### src/hw/rtl/fat32_pkg.sv
package fat32_pkg;
    localparam int SECTOR_WORDS = 128;
    localparam int MAX_FILE_SECTORS_DEF = 20480;
    localparam int QUEUE_DEPTH = 2;
    localparam logic [27:0] CHAIN_END = 28'hFFFFFF8;
    localparam logic [7:0] DELETED_MARK = 8'hE5;

    typedef enum logic [1:0] {
        OP_START = 2'd0,
        OP_WORD = 2'd1,
        OP_DONE = 2'd2,
        OP_NONE = 2'd3
    } op_t;

    typedef enum logic [1:0] {
        K_DIR = 2'd0,
        K_FAT = 2'd1,
        K_XFER = 2'd2,
        K_FINISH = 2'd3
    } kind_t;

    typedef enum logic [1:0] {
        ST_LOADED = 2'd0,
        ST_END_DIR = 2'd1,
        ST_CHAIN = 2'd2,
        ST_TOO_LARGE = 2'd3
    } status_t;

    typedef enum logic [2:0] {
        R_RESERVED = 3'd0,
        R_DATA_LBA = 3'd1,
        R_SPC = 3'd2,
        R_ROOT = 3'd3,
        R_NAME_MAIN = 3'd4,
        R_NAME_EXT = 3'd5
    } reg_idx_t;

    typedef enum logic [4:0] {
        PH_IDLE = 5'b00001,
        PH_DIR = 5'b00010,
        PH_DRAIN = 5'b00100,
        PH_FAT = 5'b01000,
        PH_XFER = 5'b10000
    } phase_t;

    typedef struct packed {
        logic [15:0] fat_lba;
        logic [31:0] data_lba;
        logic [7:0] clus_sectors;
        logic [27:0] root_clus;
        logic [63:0] name_main;
        logic [23:0] name_ext;
    } cfg_t;

    // Classified item handed from the front to the back.
    typedef struct packed {
        logic start;
        logic word;
        logic done;
        logic [31:0] data_word;
    } cmd_t;

    typedef struct packed {
        logic [1:0] kind;
        logic [31:0] lba;
        logic [14:0] dest_sector;
        logic [1:0] status;
    } res_t;
endpackage

### src/hw/rtl/fat32_if.sv
interface fat32_in_if;
    logic valid;
    logic ready;
    logic [1:0] operation;
    logic [31:0] data_word;
    modport source (output valid, output operation, output data_word, input ready);
    modport sink (input valid, input operation, input data_word, output ready);
endinterface

interface fat32_out_if;
    logic valid;
    logic ready;
    logic [1:0] kind;
    logic [31:0] lba;
    logic [14:0] dest_sector;
    logic [1:0] status;
    modport source (output valid, output kind, output lba, output dest_sector, output status,
        input ready);
    modport sink (input valid, input kind, input lba, input dest_sector, input status,
        output ready);
endinterface

### src/hw/rtl/fat32_cfg.sv
module fat32_cfg
    import fat32_pkg::*;
(
    input  logic        clk,
    input  logic        rst_n,
    input  logic        psel,
    input  logic        penable,
    input  logic        pwrite,
    input  logic [5:0]  paddr,
    input  logic [63:0] pwdata,
    output logic [63:0] prdata,
    output logic        pready,
    output cfg_t        cfg
);
    cfg_t cfg_reg;
    logic wr;
    reg_idx_t idx;

    assign pready = 1'b1;
    assign wr = psel && penable && pwrite;
    assign idx = reg_idx_t'(paddr[5:3]);
    assign cfg = cfg_reg;

    always_ff @(posedge clk or negedge rst_n)
    begin
        if (!rst_n)
        begin
            cfg_reg.fat_lba <= 16'd32;
            cfg_reg.data_lba <= 32'd0;
            cfg_reg.clus_sectors <= 8'd8;
            cfg_reg.root_clus <= 28'd2;
            cfg_reg.name_main <= 64'h2020202020202020;
            cfg_reg.name_ext <= 24'h202020;
        end
        else if (wr)
        begin
            case (idx)
                R_RESERVED: cfg_reg.fat_lba <= pwdata[15:0];
                R_DATA_LBA: cfg_reg.data_lba <= pwdata[31:0];
                R_SPC: cfg_reg.clus_sectors <= pwdata[7:0];
                R_ROOT: cfg_reg.root_clus <= pwdata[27:0];
                R_NAME_MAIN: cfg_reg.name_main <= pwdata;
                R_NAME_EXT: cfg_reg.name_ext <= pwdata[23:0];
                default: ;
            endcase
        end
    end

    always_comb
    begin
        case (idx)
            R_RESERVED: prdata = {48'd0, cfg_reg.fat_lba};
            R_DATA_LBA: prdata = {32'd0, cfg_reg.data_lba};
            R_SPC: prdata = {56'd0, cfg_reg.clus_sectors};
            R_ROOT: prdata = {36'd0, cfg_reg.root_clus};
            R_NAME_MAIN: prdata = cfg_reg.name_main;
            R_NAME_EXT: prdata = {40'd0, cfg_reg.name_ext};
            default: prdata = 64'd0;
        endcase
    end
endmodule

### src/hw/rtl/fat32_front.sv
module fat32_front
    import fat32_pkg::*;
#(
    parameter int QDEPTH = QUEUE_DEPTH
)
(
    input  logic clk,
    input  logic rst_n,
    fat32_in_if.sink in_ch,
    output logic  cmd_valid,
    input  logic  cmd_pop,
    output cmd_t  cmd
);
    localparam int AW = $clog2(QDEPTH);
    cmd_t q_mem [QDEPTH];
    logic [AW-1:0] wp_reg, rp_reg;
    logic [AW:0] cnt_reg;
    logic push;
    cmd_t c;

    assign in_ch.ready = cnt_reg < (AW+1)'(QDEPTH);
    assign push = in_ch.valid && in_ch.ready && op_t'(in_ch.operation) != OP_NONE;
    assign c.start = op_t'(in_ch.operation) == OP_START;
    assign c.word = op_t'(in_ch.operation) == OP_WORD;
    assign c.done = op_t'(in_ch.operation) == OP_DONE;
    assign c.data_word = in_ch.data_word;
    assign cmd_valid = cnt_reg != '0;
    assign cmd = q_mem[rp_reg];

    always_ff @(posedge clk)
    begin
        if (push) q_mem[wp_reg] <= c;
    end

    always_ff @(posedge clk or negedge rst_n)
    begin
        if (!rst_n)
        begin
            wp_reg <= '0;
            rp_reg <= '0;
            cnt_reg <= '0;
        end
        else
        begin
            if (push) wp_reg <= (wp_reg == AW'(QDEPTH-1)) ? '0 : wp_reg + 1'b1;
            if (cmd_pop) rp_reg <= (rp_reg == AW'(QDEPTH-1)) ? '0 : rp_reg + 1'b1;
            cnt_reg <= cnt_reg + (AW+1)'(push) - (AW+1)'(cmd_pop);
        end
    end
endmodule

### src/hw/rtl/fat32_back.sv
module fat32_back
    import fat32_pkg::*;
#(
    parameter int MAX_FILE_SECTORS = MAX_FILE_SECTORS_DEF
)
(
    input  logic clk,
    input  logic rst_n,
    input  cfg_t cfg,
    input  logic cmd_valid,
    output logic cmd_pop,
    input  cmd_t cmd,
    fat32_out_if.source out_ch
);
    localparam int CW = $clog2(MAX_FILE_SECTORS + 1);

    phase_t phase_reg, phase_next;
    logic [27:0] cur_reg, cur_next, nxt_reg, nxt_next, found_reg, found_next;
    logic [7:0] sic_reg, sic_next;
    logic [6:0] wis_reg, wis_next;
    logic match_reg, match_next;
    logic [15:0] hi_reg, hi_next;
    logic pend_reg, pend_next;
    logic [CW-1:0] cnt_reg, cnt_next;
    logic walk_reg, walk_next;
    logic [31:0] mul_reg;
    logic ov_reg;
    res_t res_reg, res_next;
    logic emit;
    logic [27:0] c_cl;
    logic [7:0] c_s;
    logic [31:0] d;
    logic [7:0] b0;
    logic lastsec;
    logic [7:0] s_hold_reg;
    logic need_add;

    // A request is held in ov_reg while its registered LBA product is added to the base.
    assign cmd_pop = cmd_valid && !ov_reg && (!out_ch.valid || out_ch.ready);
    assign out_ch.kind = res_reg.kind;
    assign out_ch.lba = res_reg.lba;
    assign out_ch.dest_sector = res_reg.dest_sector;
    assign out_ch.status = res_reg.status;
    assign d = cmd.data_word;
    assign b0 = d[7:0];
    assign lastsec = ({1'b0, sic_reg} + 9'd1) >= {1'b0, cfg.clus_sectors};

    always_comb
    begin
        phase_next = phase_reg;
        cur_next = cur_reg;
        nxt_next = nxt_reg;
        found_next = found_reg;
        sic_next = sic_reg;
        wis_next = wis_reg;
        match_next = match_reg;
        hi_next = hi_reg;
        pend_next = pend_reg;
        cnt_next = cnt_reg;
        walk_next = walk_reg;
        res_next = res_reg;
        emit = 1'b0;
        c_cl = cur_reg;
        c_s = sic_reg;
        if (cmd_pop)
        begin
            if (cmd.start)
            begin
                nxt_next = '0;
                found_next = '0;
                hi_next = '0;
                pend_next = 1'b0;
                cnt_next = '0;
                walk_next = 1'b0;
                cur_next = cfg.root_clus;
                emit = 1'b1;
                if (cfg.root_clus < 28'd2 || cfg.root_clus >= CHAIN_END)
                begin
                    phase_next = PH_IDLE;
                    res_next = '{K_FINISH, 32'd0, 15'd0, ST_CHAIN};
                end
                else
                begin
                    sic_next = '0;
                    phase_next = PH_DIR;
                    wis_next = '0;
                    match_next = 1'b0;
                    res_next = '{K_DIR, 32'd0, 15'd0, 2'd0};
                    c_cl = cfg.root_clus;
                    c_s = '0;
                end
            end
            else if (cmd.done)
            begin
                if (phase_reg == PH_XFER)
                begin
                    cnt_next = cnt_reg + 1'b1;
                    emit = 1'b1;
                    if (lastsec)
                    begin
                        phase_next = PH_FAT;
                        wis_next = '0;
                        res_next = '{K_FAT, 32'(cfg.fat_lba) + 32'(cur_reg[27:7]),
                            15'd0, 2'd0};
                    end
                    else
                    begin
                        sic_next = sic_reg + 1'b1;
                        c_s = sic_reg + 1'b1;
                        if (cnt_reg + 1'b1 >= CW'(MAX_FILE_SECTORS))
                        begin
                            phase_next = PH_IDLE;
                            res_next = '{K_FINISH, 32'd0, 15'd0, ST_TOO_LARGE};
                        end
                        else
                            res_next = '{K_XFER, 32'd0, 15'(cnt_reg + 1'b1), 2'd0};
                    end
                end
            end
            else if (cmd.word && (phase_reg == PH_DIR || phase_reg == PH_FAT
                || phase_reg == PH_DRAIN))
            begin
                wis_next = wis_reg + 1'b1;
                if (phase_reg == PH_DIR)
                begin
                    case (wis_reg[2:0])
                        3'd0:
                        begin
                            if (b0 == 8'd0)
                            begin
                                pend_next = 1'b1;
                                phase_next = PH_DRAIN;
                            end
                            else if (b0 == DELETED_MARK)
                                match_next = 1'b0;
                            else
                                match_next = d == cfg.name_main[31:0];
                        end
                        3'd1: if (d != cfg.name_main[63:32]) match_next = 1'b0;
                        3'd2: if (d[23:0] != cfg.name_ext) match_next = 1'b0;
                        3'd5: hi_next = d[15:0];
                        3'd6:
                        begin
                            if (match_reg)
                            begin
                                found_next = {hi_reg[11:0], d[31:16]};
                                pend_next = 1'b0;
                                phase_next = PH_DRAIN;
                            end
                        end
                        default: ;
                    endcase
                end
                else if (phase_reg == PH_FAT)
                begin
                    if (wis_reg == cur_reg[6:0]) nxt_next = d[27:0];
                end
                if (wis_reg == 7'(SECTOR_WORDS - 1))
                begin
                    emit = 1'b1;
                    if (phase_next == PH_DIR)
                    begin
                        wis_next = '0;
                        if (lastsec)
                        begin
                            phase_next = PH_FAT;
                            res_next = '{K_FAT, 32'(cfg.fat_lba)
                                + 32'(cur_reg[27:7]), 15'd0, 2'd0};
                        end
                        else
                        begin
                            sic_next = sic_reg + 1'b1;
                            c_s = sic_reg + 1'b1;
                            match_next = 1'b0;
                            res_next = '{K_DIR, 32'd0, 15'd0, 2'd0};
                        end
                    end
                    else if (phase_next == PH_DRAIN)
                    begin
                        if (pend_next)
                        begin
                            phase_next = PH_IDLE;
                            res_next = '{K_FINISH, 32'd0, 15'd0, ST_END_DIR};
                        end
                        else if (found_next < 28'd2 || found_next >= CHAIN_END)
                        begin
                            phase_next = PH_IDLE;
                            res_next = '{K_FINISH, 32'd0, 15'd0, ST_LOADED};
                        end
                        else
                        begin
                            cur_next = found_next;
                            c_cl = found_next;
                            sic_next = '0;
                            c_s = '0;
                            cnt_next = '0;
                            walk_next = 1'b1;
                            phase_next = PH_XFER;
                            res_next = '{K_XFER, 32'd0, 15'd0, 2'd0};
                        end
                    end
                    else
                    begin
                        cur_next = nxt_next;
                        c_cl = nxt_next;
                        sic_next = '0;
                        c_s = '0;
                        if (!walk_reg)
                        begin
                            if (nxt_next < 28'd2 || nxt_next >= CHAIN_END)
                            begin
                                phase_next = PH_IDLE;
                                res_next = '{K_FINISH, 32'd0, 15'd0, ST_CHAIN};
                            end
                            else
                            begin
                                phase_next = PH_DIR;
                                match_next = 1'b0;
                                res_next = '{K_DIR, 32'd0, 15'd0, 2'd0};
                            end
                        end
                        else if (nxt_next >= CHAIN_END)
                        begin
                            phase_next = PH_IDLE;
                            res_next = '{K_FINISH, 32'd0, 15'd0, ST_LOADED};
                        end
                        else if (nxt_next < 28'd2)
                        begin
                            phase_next = PH_IDLE;
                            res_next = '{K_FINISH, 32'd0, 15'd0, ST_CHAIN};
                        end
                        else if (cnt_reg >= CW'(MAX_FILE_SECTORS))
                        begin
                            phase_next = PH_IDLE;
                            res_next = '{K_FINISH, 32'd0, 15'd0, ST_TOO_LARGE};
                        end
                        else
                        begin
                            phase_next = PH_XFER;
                            res_next = '{K_XFER, 32'd0, 15'(cnt_reg), 2'd0};
                        end
                    end
                end
            end
        end
    end

    // Cluster LBA: the product is registered first, then added to the base.
    assign need_add = emit && (kind_t'(res_next.kind) == K_DIR
        || kind_t'(res_next.kind) == K_XFER);

    always_ff @(posedge clk or negedge rst_n)
    begin
        if (!rst_n)
        begin
            phase_reg <= PH_IDLE;
            cur_reg <= '0;
            nxt_reg <= '0;
            found_reg <= '0;
            sic_reg <= '0;
            wis_reg <= '0;
            match_reg <= 1'b0;
            hi_reg <= '0;
            pend_reg <= 1'b0;
            cnt_reg <= '0;
            walk_reg <= 1'b0;
            out_ch.valid <= 1'b0;
            ov_reg <= 1'b0;
        end
        else
        begin
            phase_reg <= phase_next;
            cur_reg <= cur_next;
            nxt_reg <= nxt_next;
            found_reg <= found_next;
            sic_reg <= sic_next;
            wis_reg <= wis_next;
            match_reg <= match_next;
            hi_reg <= hi_next;
            pend_reg <= pend_next;
            cnt_reg <= cnt_next;
            walk_reg <= walk_next;
            if (ov_reg)
            begin
                ov_reg <= 1'b0;
                out_ch.valid <= 1'b1;
            end
            else if (emit)
            begin
                ov_reg <= need_add;
                out_ch.valid <= !need_add;
            end
            else if (out_ch.ready)
                out_ch.valid <= 1'b0;
        end
    end

    always_ff @(posedge clk)
    begin
        if (emit)
        begin
            res_reg <= res_next;
            mul_reg <= (32'(c_cl) - 32'd2) * 32'(cfg.clus_sectors);
            s_hold_reg <= c_s;
        end
        else if (ov_reg)
            res_reg.lba <= cfg.data_lba + mul_reg + 32'(s_hold_reg);
    end
endmodule

### src/hw/rtl/fat32_file_locate_and_load.sv
// FAT32 root directory lookup and file load.
// Input channel in_ch carries operation and data_word; operation 0 starts a search,
// 1 delivers one word of a requested directory or FAT sector, 2 reports a finished
// file sector transfer. Output channel out_ch carries kind, lba, dest_sector and status.
// Requests for sectors and a final status come out as transactions on out_ch.
// The user must write the registers through the APB port before a search starts; the block does not enforce this.
// A front stage accepts transactions into a two-entry queue; a back stage walks
// the directory and FAT chains and takes one queued transaction per cycle unless
// the output stalls or a sector LBA is being summed. An input that produces no
// request leaves no output. A request for a directory or file sector first has its
// cluster product registered and then added to the data LBA; a FAT request or a
// final status is registered directly. Sector words stream at one per cycle when nothing stalls.
// Reset returns the block to idle and the registers to their defaults.
// When the receiver stalls, the pending result holds and the queue fills, after
// which in_ch.ready falls.
module fat32_file_locate_and_load
    import fat32_pkg::*;
#(
    parameter int MAX_FILE_SECTORS = MAX_FILE_SECTORS_DEF,
    parameter int QDEPTH = QUEUE_DEPTH
)
(
    input  logic        clk,
    input  logic        rst_n,
    fat32_in_if.sink    in_ch,
    fat32_out_if.source out_ch,
    input  logic        psel,
    input  logic        penable,
    input  logic        pwrite,
    input  logic [5:0]  paddr,
    input  logic [63:0] pwdata,
    output logic [63:0] prdata,
    output logic        pready
);
    cfg_t cfg;
    cmd_t cmd;
    logic cmd_valid, cmd_pop;

    fat32_cfg u_cfg (.clk, .rst_n, .psel, .penable, .pwrite, .paddr, .pwdata, .prdata,
        .pready, .cfg);
    fat32_front #(.QDEPTH(QDEPTH)) u_front (.clk, .rst_n, .in_ch, .cmd_valid, .cmd_pop,
        .cmd);
    fat32_back #(.MAX_FILE_SECTORS(MAX_FILE_SECTORS)) u_back (.clk, .rst_n, .cfg,
        .cmd_valid, .cmd_pop, .cmd, .out_ch);
endmodule

### src/flat_wrapper.sv
// flat-port wrapper written by rule: the top's interface ports become plain ports
module fat32_file_locate_and_load_flat import fat32_pkg::*;
#(
    parameter int MAX_FILE_SECTORS = MAX_FILE_SECTORS_DEF,
    parameter int QDEPTH = QUEUE_DEPTH
)
  (clk, rst_n, psel, penable, pwrite, paddr, pwdata, prdata, pready, in_ch_valid, in_ch_operation, in_ch_data_word, in_ch_ready, out_ch_valid, out_ch_kind, out_ch_lba, out_ch_dest_sector, out_ch_status, out_ch_ready);
  fat32_in_if in_ch_i ();
  fat32_out_if out_ch_i ();
  input  logic clk;
  input  logic rst_n;
  input  logic psel;
  input  logic penable;
  input  logic pwrite;
  input  logic [5:0] paddr;
  input  logic [63:0] pwdata;
  output logic [63:0] prdata;
  output logic pready;
  input wire logic [$bits(in_ch_i.valid)-1:0] in_ch_valid;
  input wire logic [$bits(in_ch_i.operation)-1:0] in_ch_operation;
  input wire logic [$bits(in_ch_i.data_word)-1:0] in_ch_data_word;
  output wire logic [$bits(in_ch_i.ready)-1:0] in_ch_ready;
  output wire logic [$bits(out_ch_i.valid)-1:0] out_ch_valid;
  output wire logic [$bits(out_ch_i.kind)-1:0] out_ch_kind;
  output wire logic [$bits(out_ch_i.lba)-1:0] out_ch_lba;
  output wire logic [$bits(out_ch_i.dest_sector)-1:0] out_ch_dest_sector;
  output wire logic [$bits(out_ch_i.status)-1:0] out_ch_status;
  input wire logic [$bits(out_ch_i.ready)-1:0] out_ch_ready;
  assign in_ch_i.valid = in_ch_valid;
  assign in_ch_i.operation = in_ch_operation;
  assign in_ch_i.data_word = in_ch_data_word;
  assign in_ch_ready = in_ch_i.ready;
  assign out_ch_valid = out_ch_i.valid;
  assign out_ch_kind = out_ch_i.kind;
  assign out_ch_lba = out_ch_i.lba;
  assign out_ch_dest_sector = out_ch_i.dest_sector;
  assign out_ch_status = out_ch_i.status;
  assign out_ch_i.ready = out_ch_ready;
  fat32_file_locate_and_load #(.MAX_FILE_SECTORS(MAX_FILE_SECTORS), .QDEPTH(QDEPTH)) u_core (.clk(clk), .rst_n(rst_n), .in_ch(in_ch_i), .out_ch(out_ch_i), .psel(psel), .penable(penable), .pwrite(pwrite), .paddr(paddr), .pwdata(pwdata), .prdata(prdata), .pready(pready));
endmodule
### config.mk
export PLATFORM = sky130hd
export DESIGN_NAME = fat32_file_locate_and_load_flat
export DESIGN_NICKNAME = d
export VERILOG_FILES = /design/src/hw/rtl/fat32_pkg.sv /design/src/hw/rtl/fat32_if.sv /design/src/hw/rtl/fat32_cfg.sv /design/src/hw/rtl/fat32_front.sv /design/src/hw/rtl/fat32_back.sv /design/src/hw/rtl/fat32_file_locate_and_load.sv /design/src/flat_wrapper.sv
export SDC_FILE = /design/constraint.sdc
export NUM_CORES = 2
export LEC_CHECK = 0
export BUFFER_PORTS_ARGS = -buffer_cell sky130_fd_sc_hd__buf_2
export CORE_ASPECT_RATIO = 0.8
export CORE_MARGIN = 1
export CORE_UTILIZATION = 35
export CTS_CLUSTER_DIAMETER = 30
export DETAILED_ROUTE_END_ITERATION = 12
export GPL_ROUTABILITY_DRIVEN = 0
export PLACE_DENSITY = 0.52
export SLEW_MARGIN = 20
export SYNTH_ARGS = -nofsm -noshare
export SYNTH_HDL_FRONTEND = slang
export SYNTH_SLANG_ARGS = --single-unit
### constraint.sdc
create_clock -name clk -period 12 [get_ports clk]
set_input_delay 2.4 -clock clk [delete_from_list [all_inputs] [get_ports clk]]
set_output_delay 2.4 -clock clk [all_outputs]
set_load 0.1 [all_outputs]
==> results_dict.tcl <==
set metrics [dict create \
    r2r_start "u_core.u_front.rp_reg$_DFFE_PN0P_" \
    layout.nets 4102 \
    dr.pass1.iters 6 \
    finalClockSkew_ns 0.0825 \
    grt_pass1_wl_um 185000 \
    holdCritPathClass "reg2reg" \
    relSlewSlack_pct 28.4 \
    dp_hpwl_um 93100 \
    worstSetupStartpointType "flop" \
    die_h_um 281 \
    clkLatencyLatePin_ns 0.72 \
    cts_resized 0 \
    synth_most_common_cell "dfrtp_1" \
    area_growth_syn_to_layout_pct 20.7 \
    portBuffers 224 \
    drc 0 \
    numClockSinks 473 \
    drt-initial-drc-count 3105 \
    slew_viol_final 0 \
    hold_buffers 0 \
    crit_top_cell "fa_1" \
    wl_um 125000 \
    grt_use_met2_pct 35.3 \
    synth_commonest_cells "dfrtp_1 (297), nand2_1 (291), nor2_1 (236), inv_1 (228), o21ai_0 (206)" \
    critPathKind "reg2reg" \
    finalCritPeriodShare_pct 91.7 \
    netlist.area_leader.share_pct 21.8 \
    cp-end-kind "flop" \
    finalSetupTns_ns 0 \
    numCtsBuffers 115 \
    die_w_um 351 \
    cts_tree "yes" \
    wire_per_inst_um 24.5 \
    synth_area_leaders "dfrtp_1 (22%), edfxtp_1 (14%), fa_1 (9.8%)" \
    maxCapViolCount 0 \
    rows 101 \
    syn_avg_cell_area_um2 10.0 \
    cts_htree_levels 3 \
    clockBufferDepth 3 \
    viasPerCell 5.57 \
    synth_flop_cell "dfrtp_1" \
    netlist_area_um2 34100 \
    grt_max_degree 166 \
    cpPeakStageDelay_ns 0.79 \
    core_um2 95700 \
    finalSetupViolCount 0 \
    utilization_pct 43.0 \
    postSynth.asyncResetShare_pct 66.0 \
    ioPinCount 229 \
    tightest_slew_ns 1.04 \
    root_buffer "clkbuf_16" \
    grtUsageMet1_pct 39.1 \
    synth_cell_types 111 \
    gr-usage-met3_pct 5.70 \
    drive_above_1_share_pct 21.6 \
    synthCells 3406 \
    critPathRequiredTime_ns 12.46 \
    dr_total_vias 28300 \
    ys_warn_count 0 \
    largest_reg_flops 172 \
    critical_path.slowest_cell "dfrtp_4" \
    arrival_ns 11.46 \
    start_util_pct 35.6 \
    gr-total-overflow 0 \
    synth_top_cell_by_area "dfrtp_1" \
    dieArea_um2 98600 \
    clk_pin_slew_worst_paths_ns 0.05 \
    max_freq_mhz 90.9 \
    post_cts_buffers 0 \
    hp-start "u_core.u_back.found_reg[0]$_DFFE_PN0P_" \
    fin_crit_ns 11.00 \
    crit_path_start "u_core.u_front.rp_reg$_DFFE_PN0P_" \
    ys_seq_area_share_pct 37.2 \
    setup_ws_ns 0.996 \
    hold_viol 0 \
    crit_fanout 33 \
    synth_edf_count 161 \
    nFillCells 9297 \
    track_usage_pct 25.3 \
    grt.busiest_layer "met1" \
    rsz0062_at_grt "false" \
    drtAntennaViolNets 0 \
    ys_ff_latch 473 \
    outcome "completed" \
    antenna_found_initial 7 \
    grt_pass1_vias 27300 \
    pre_cts_ws_ns 0.545 \
    syn_nets 3810 \
]
## final timing paths
path / end / depth (start not counted) / slack, ns
worst max register to register: u_core.u_back.mul_reg[31]$_DFFE_PP_ / 31 / 1.0
max in group asynchronous: u_core.u_cfg.cfg[80]$_DFFE_PN0P_ / 2 / 8.77
worst min register to register: u_core.u_back.found_reg[0]$_DFFE_PN0P_ / 2 / 0.48
worst min-delay path: u_core.u_back.found_reg[0]$_DFFE_PN0P_ / 2 / 0.48
worst max-delay path: u_core.u_back.mul_reg[31]$_DFFE_PP_ / 31 / 1.0
min in group asynchronous: u_core.u_back.cnt_reg[12]$_DFFE_PN0P_ / 1 / 1.73
## area by class of cell
| class | instances | area (um2) | area share, % |
|---|---|---|---|
| multi-input cells | 2548 | 20000 | 48.7 |
| flip-flops and latches | 473 | 12700 | 30.8 |
| clock buffers | 131 | 3060 | 7.45 |
| repair buffers | 327 | 1940 | 4.73 |
| well taps | 1287 | 1610 | 3.92 |
| clock inverters | 88 | 936 | 2.28 |
| inverters | 233 | 875 | 2.13 |
| diodes | 1 | 2.50 | 0.00609 |
## cell usage in the layout (no fill, tap or decap), types with 26 or more instances in the layout
master,instances
dfrtp_1,296
nand2_1,291
nor2_1,232
inv_1,226
buf_2,223
o21ai_0,205
mux2_2,191
fa_1,166
edfxtp_1,161
a21oi_1,142
xnor2_1,138
ha_1,127
and2_1,124
clkbuf_16,118
buf_4,100
xor2_1,71
nand3_1,69
mux2i_1,65
and3_1,62
nand4_1,58
nor4_1,53
nor3_1,44
o22ai_1,38
a31oi_1,30
a22oi_1,30
a21o_1,28
o31ai_1,26
## logic make-up (layout without fill, tap and decap cells)
family	after synthesis	in the layout	share of synthesized area (%)
compound gates	688	688	13.0
xor+xnor	212	212	5.56
fa+ha+maj	293	293	14.4
buf+inv	385	779	4.44
flops	473	473	37.2
mux	275	275	9.25
other cells	1	2	0.0110
simple gates	1079	1079	16.1
## critical path: cells and delay by family (launching register included)
kind / cells / cell delay (ns)
compound gates: 13 / 4.08
xor+xnor: 2 / 0.57
fa+ha+maj: 5 / 2.26
buf+inv: 3 / 0.28
flops: 1 / 0.79
mux: 2 / 0.81
simple gates: 6 / 1.99
## stage by stage
step,area (um2),std cells,hold slack [ns]
2_1_floorplan,34100,3406,0.434
3_3_place_gp,37000,4866,0.462
3_5_place_dp,37000,4866,0.467
4_1_cts,41000,5085,0.477
5_1_grt,41100,5087,0.526
6_report,41100,5088,0.477
## layer usage
metal  part of all wire, %  routed length (um)  up-vias
met2                    41               51700     1187
met1                    48               59800    14200
met5                 0.042                  52        -
met4                   1.9                2410        8
met3                   8.6               10700      162
li1                      -                   -    12800
Power is not shown: default switching activity piles up to over one toggle a cycle in this logic, so the estimate is an artifact.
